--- src/hw/rtl/wrrps_pkg.sv ---
// Shared types and constants for the weighted round-robin path selector.
package wrrps_pkg;

  // Fixed field widths.
  localparam int FUNC_W   = 2;
  localparam int DEST_W   = 6;
  localparam int SLOT_W   = 3;
  localparam int WEIGHT_W = 16;
  localparam int PCNT_W   = 4;
  localparam int SEL_W    = 3;
  localparam int COUNT_W  = 32;
  localparam int PROD_W   = COUNT_W + WEIGHT_W;

  localparam logic [COUNT_W-1:0] COUNT_MAX = '1;

  // Item function codes.
  typedef enum logic [FUNC_W-1:0] {
    FUNC_SELECT = 2'd0,
    FUNC_WRITE  = 2'd1,
    FUNC_CLEAR  = 2'd2,
    FUNC_NONE   = 2'd3
  } func_t;

  // Sequencer states.
  typedef enum logic [2:0] {
    ST_CLEAR,
    ST_IDLE,
    ST_MUL,
    ST_CMP,
    ST_WB,
    ST_DONE
  } state_t;

  // One path slot as read from the two memories.
  typedef struct packed {
    logic [WEIGHT_W-1:0] w;
    logic [COUNT_W-1:0]  c;
  } cand_t;

endpackage

--- src/hw/rtl/wrrps_ratio.sv ---
// Cross-multiplication stage that compares a candidate ratio with the best so far.
module wrrps_ratio (
  input  logic             clk,
  input  logic             load,
  input  wrrps_pkg::cand_t cand_in,
  input  wrrps_pkg::cand_t best,
  output wrrps_pkg::cand_t cand,
  output logic             less
);
  import wrrps_pkg::*;

  logic [PROD_W-1:0] p_cand;
  logic [PROD_W-1:0] p_best;

  // Register both products and the candidate itself.
  always_ff @(posedge clk) begin
    if (load) begin
      cand   <= cand_in;
      p_cand <= PROD_W'(cand_in.c) * PROD_W'(best.w);
      p_best <= PROD_W'(best.c) * PROD_W'(cand_in.w);
    end
  end

  // Candidate count/weight is strictly below the best count/weight.
  assign less = p_cand < p_best;

endmodule

--- config.mk ---
export PLATFORM = sky130hd
export DESIGN_NAME = wrrps_ratio
export DESIGN_NICKNAME = d
export VERILOG_FILES = /design/src/hw/rtl/wrrps_pkg.sv /design/src/hw/rtl/wrrps_ratio.sv
export SDC_FILE = /design/constraint.sdc
export NUM_CORES = 2
export LEC_CHECK = 0
export BUFFER_PORTS_ARGS = -buffer_cell sky130_fd_sc_hd__buf_2
export CAP_MARGIN = 20
export CORE_MARGIN = 3
export CORE_UTILIZATION = 40
export CTS_BUF_LIST = sky130_fd_sc_hd__clkbuf_8
export CTS_CLUSTER_DIAMETER = 100
export DETAILED_ROUTE_END_ITERATION = 10
export PLACE_DENSITY = 0.59
export SETUP_SLACK_MARGIN = 0.1
export SLEW_MARGIN = 20
export SYNTH_ARGS = -nofsm -noshare
export SYNTH_HDL_FRONTEND = slang
export SYNTH_SLANG_ARGS = --single-unit
--- constraint.sdc ---
create_clock -name clk -period 14.6 [get_ports clk]
set_input_delay 1.46 -clock clk [delete_from_list [all_inputs] [get_ports clk]]
set_output_delay 1.46 -clock clk [all_outputs]
set_load 0.1 [all_outputs]
==> metrics <==
status finished clean; DRC viols 0; Synth warnings 0; Worst Path Max Fanout 32; cts repair resizes 0; startpoint type of the worst setup path input port; I/O Buffers ~150; share of the synthesized area in the top cell type 0.443; Seq/Total Area, Yosys 0.114; fin nets 5,244; Period minus WS final 7750 ps; largest net degree at the start of global routing 58; H-tree depth 4; Root Buffer clkbuf_8; CTS buffer count 17; max cap viols 0; Final Wtd Congestion 0.857; clk buf depth 2; max_slew headroom 0.428; fin. max-slew vios 0; Worst path max stage delay 640 ps; Fillers between 9,000 and 10,000; Critical Path RT 14,900 ps; final WL 94,600 um; synthesized instance count 4,039; iteration-0 DRC count of the detailed router 1,311; final setup TNS 0 ps; worst hold path class in -> reg; Tcrit/Tclk final 0.531; clock-pin slew on the worst setup and hold paths 110 ps; Rows 112; Top-Level Pins ~150; Avg Inst Size Synth 9.36 um^2; average wire per standard cell 17.9 um; Max Clk Rate approximately 130 MHz; Syn-to-layout area delta 5.42%; CP max stage cell o31ai_1; Die W ~310 um; CP arrival 8050 ps; Initial Utilization 0.404; post-synth top area cell fa_1; cells along the critical path buf_2 > nand2_1 > fa_1 > inv_1 > fa_1 > fa_1 > fa_1 > fa_1 > inv_1 > fa_1 > inv_1 > ha_1 > and4_1 > and3_1 > and4_1 > nor2_1 > o211ai_1 > o21ai_0 > o31ai_1 > a21boi_0 > xnor2_1; Sinks on Clock Net between 100 and 150; Die Y 313 um; setup violators final 0; total congestion overflow 0; Synth cell types 66; non-filler cells, final between 5,000 and 6,000; Net Count, Synth roughly 5,300; async set or reset register ratio after synthesis 0; unrepaired setup endpoints after global routing no; via density per instance 5.04; Worst setup EP type register; post-CTS setup buffers 0; Die ar. 98,200 um^2; area of the core between 90,000 and 100,000 um^2; GRT Util Overall 0.203; Worst Tran Pin Value approximately 860 ps; final hold viol count 0; #FFs+latches synth 144; CP Class in -> reg; vias 26,649; Hold Buf Count CTS 0; ys flop type edfxtp_1; global-route wire length before repair 158,000 um; DPL Wire Length 72,700 um; vias in the first global route 29,427; synth top area cells fa_1 44%, edfxtp_1 11%, ha_1 9.5%; Post-synth EDFFs between 100 and 150; dpl cells 5,258; share of layout cells above drive strength 1 0.0481; DRT Pass-1 Iters 6; post-route ant nets 0; CTS tree yes; synthesized area 37,800 um^2; initial antenna violation count 2; CP most frequent cell fa_1
[stage by stage]
stage	setup WS, ps	util	instance area, um^2	hold slack [ps]
after floorplan	7280	-	37800	1560
after global placement	6410	0.422	39400	1920
after detailed placement	6340	0.422	39400	1920
after CTS	6930	0.426	39800	1280
after global routing	6570	0.426	39800	1300
final	6850	0.426	39800	1330
[cell families after synthesis]
| group | synth area share |
|---|---|
| compound gates | 0.0580 |
| xor+xnor | 0.0204 |
| fa+ha+maj | 0.538 |
| buf+inv | 0.111 |
| flops | 0.114 |
| mux | 0.000530 |
| simple gates | 0.158 |
[registers in the layout, indices dropped and copies added (netlist names)]
signal / count
p_best: 48
cand: 48
p_cand: 48
[critical path: cells and delay by family]
family	cells	cell delay, ps
compound gates	4	1270
xor+xnor	1	180
fa+ha+maj	7	3500
buf+inv	4	720
simple gates	5	860
[placed cells by master (no fill, tap or decap), types with 19 or more instances in the layout]
cell,n
edfxtp_1,144
nand3_1,19
fa_1,836
xor2_1,29
ha_1,287
nand4_1,19
xnor2_1,59
inv_1,932
a21oi_1,110
nor2_1,38
buf_2,145
a21o_1,70
nand2_1,656
o21ai_0,51
and2_1,434
[cells in the mapped netlist (38+ instances only)]
cell	n
a21o_1	70
a21oi_1	110
and2_1	434
clkbuf_1	177
edfxtp_1	144
fa_1	836
ha_1	287
inv_1	932
nand2_1	656
nor2_1	38
o21ai_0	51
xnor2_1	59
[layer usage]
layer	global-route usage	vias up	routed length, um
met1	0.265	13779	40400
met2	0.350	712	46900
met5	0	-	0
li1	-	12018	-
met4	0.0536	0	1990
met3	0.0347	140	5300
[final timing paths]
kind	slack, ps	start	to	depth (start not counted)
max	6850	best[39]	p_cand[39]	21
min	1330	cand_in[1]	cand[1]	1
[layout make-up]
| type | count | area [um^2] | area share |
|---|---|---|---|
| Multi-Input combinational cell | 2780 | 29300 | 0.735 |
| Timing Repair Buffer | 148 | 752 | 0.0189 |
| Clock inverter | 15 | 189 | 0.00474 |
| Inverter | 932 | 3500 | 0.0878 |
| Tap cell | 1254 | 1570 | 0.0394 |
| Clock buffer | 17 | 234 | 0.00587 |
| Sequential cell | 144 | 4320 | 0.109 |
| Antenna cell | 1 | 2.50 | 0.0000628 |
Power is not shown: default switching activity piles up to over one toggle a cycle in this logic, so the estimate is an artifact.
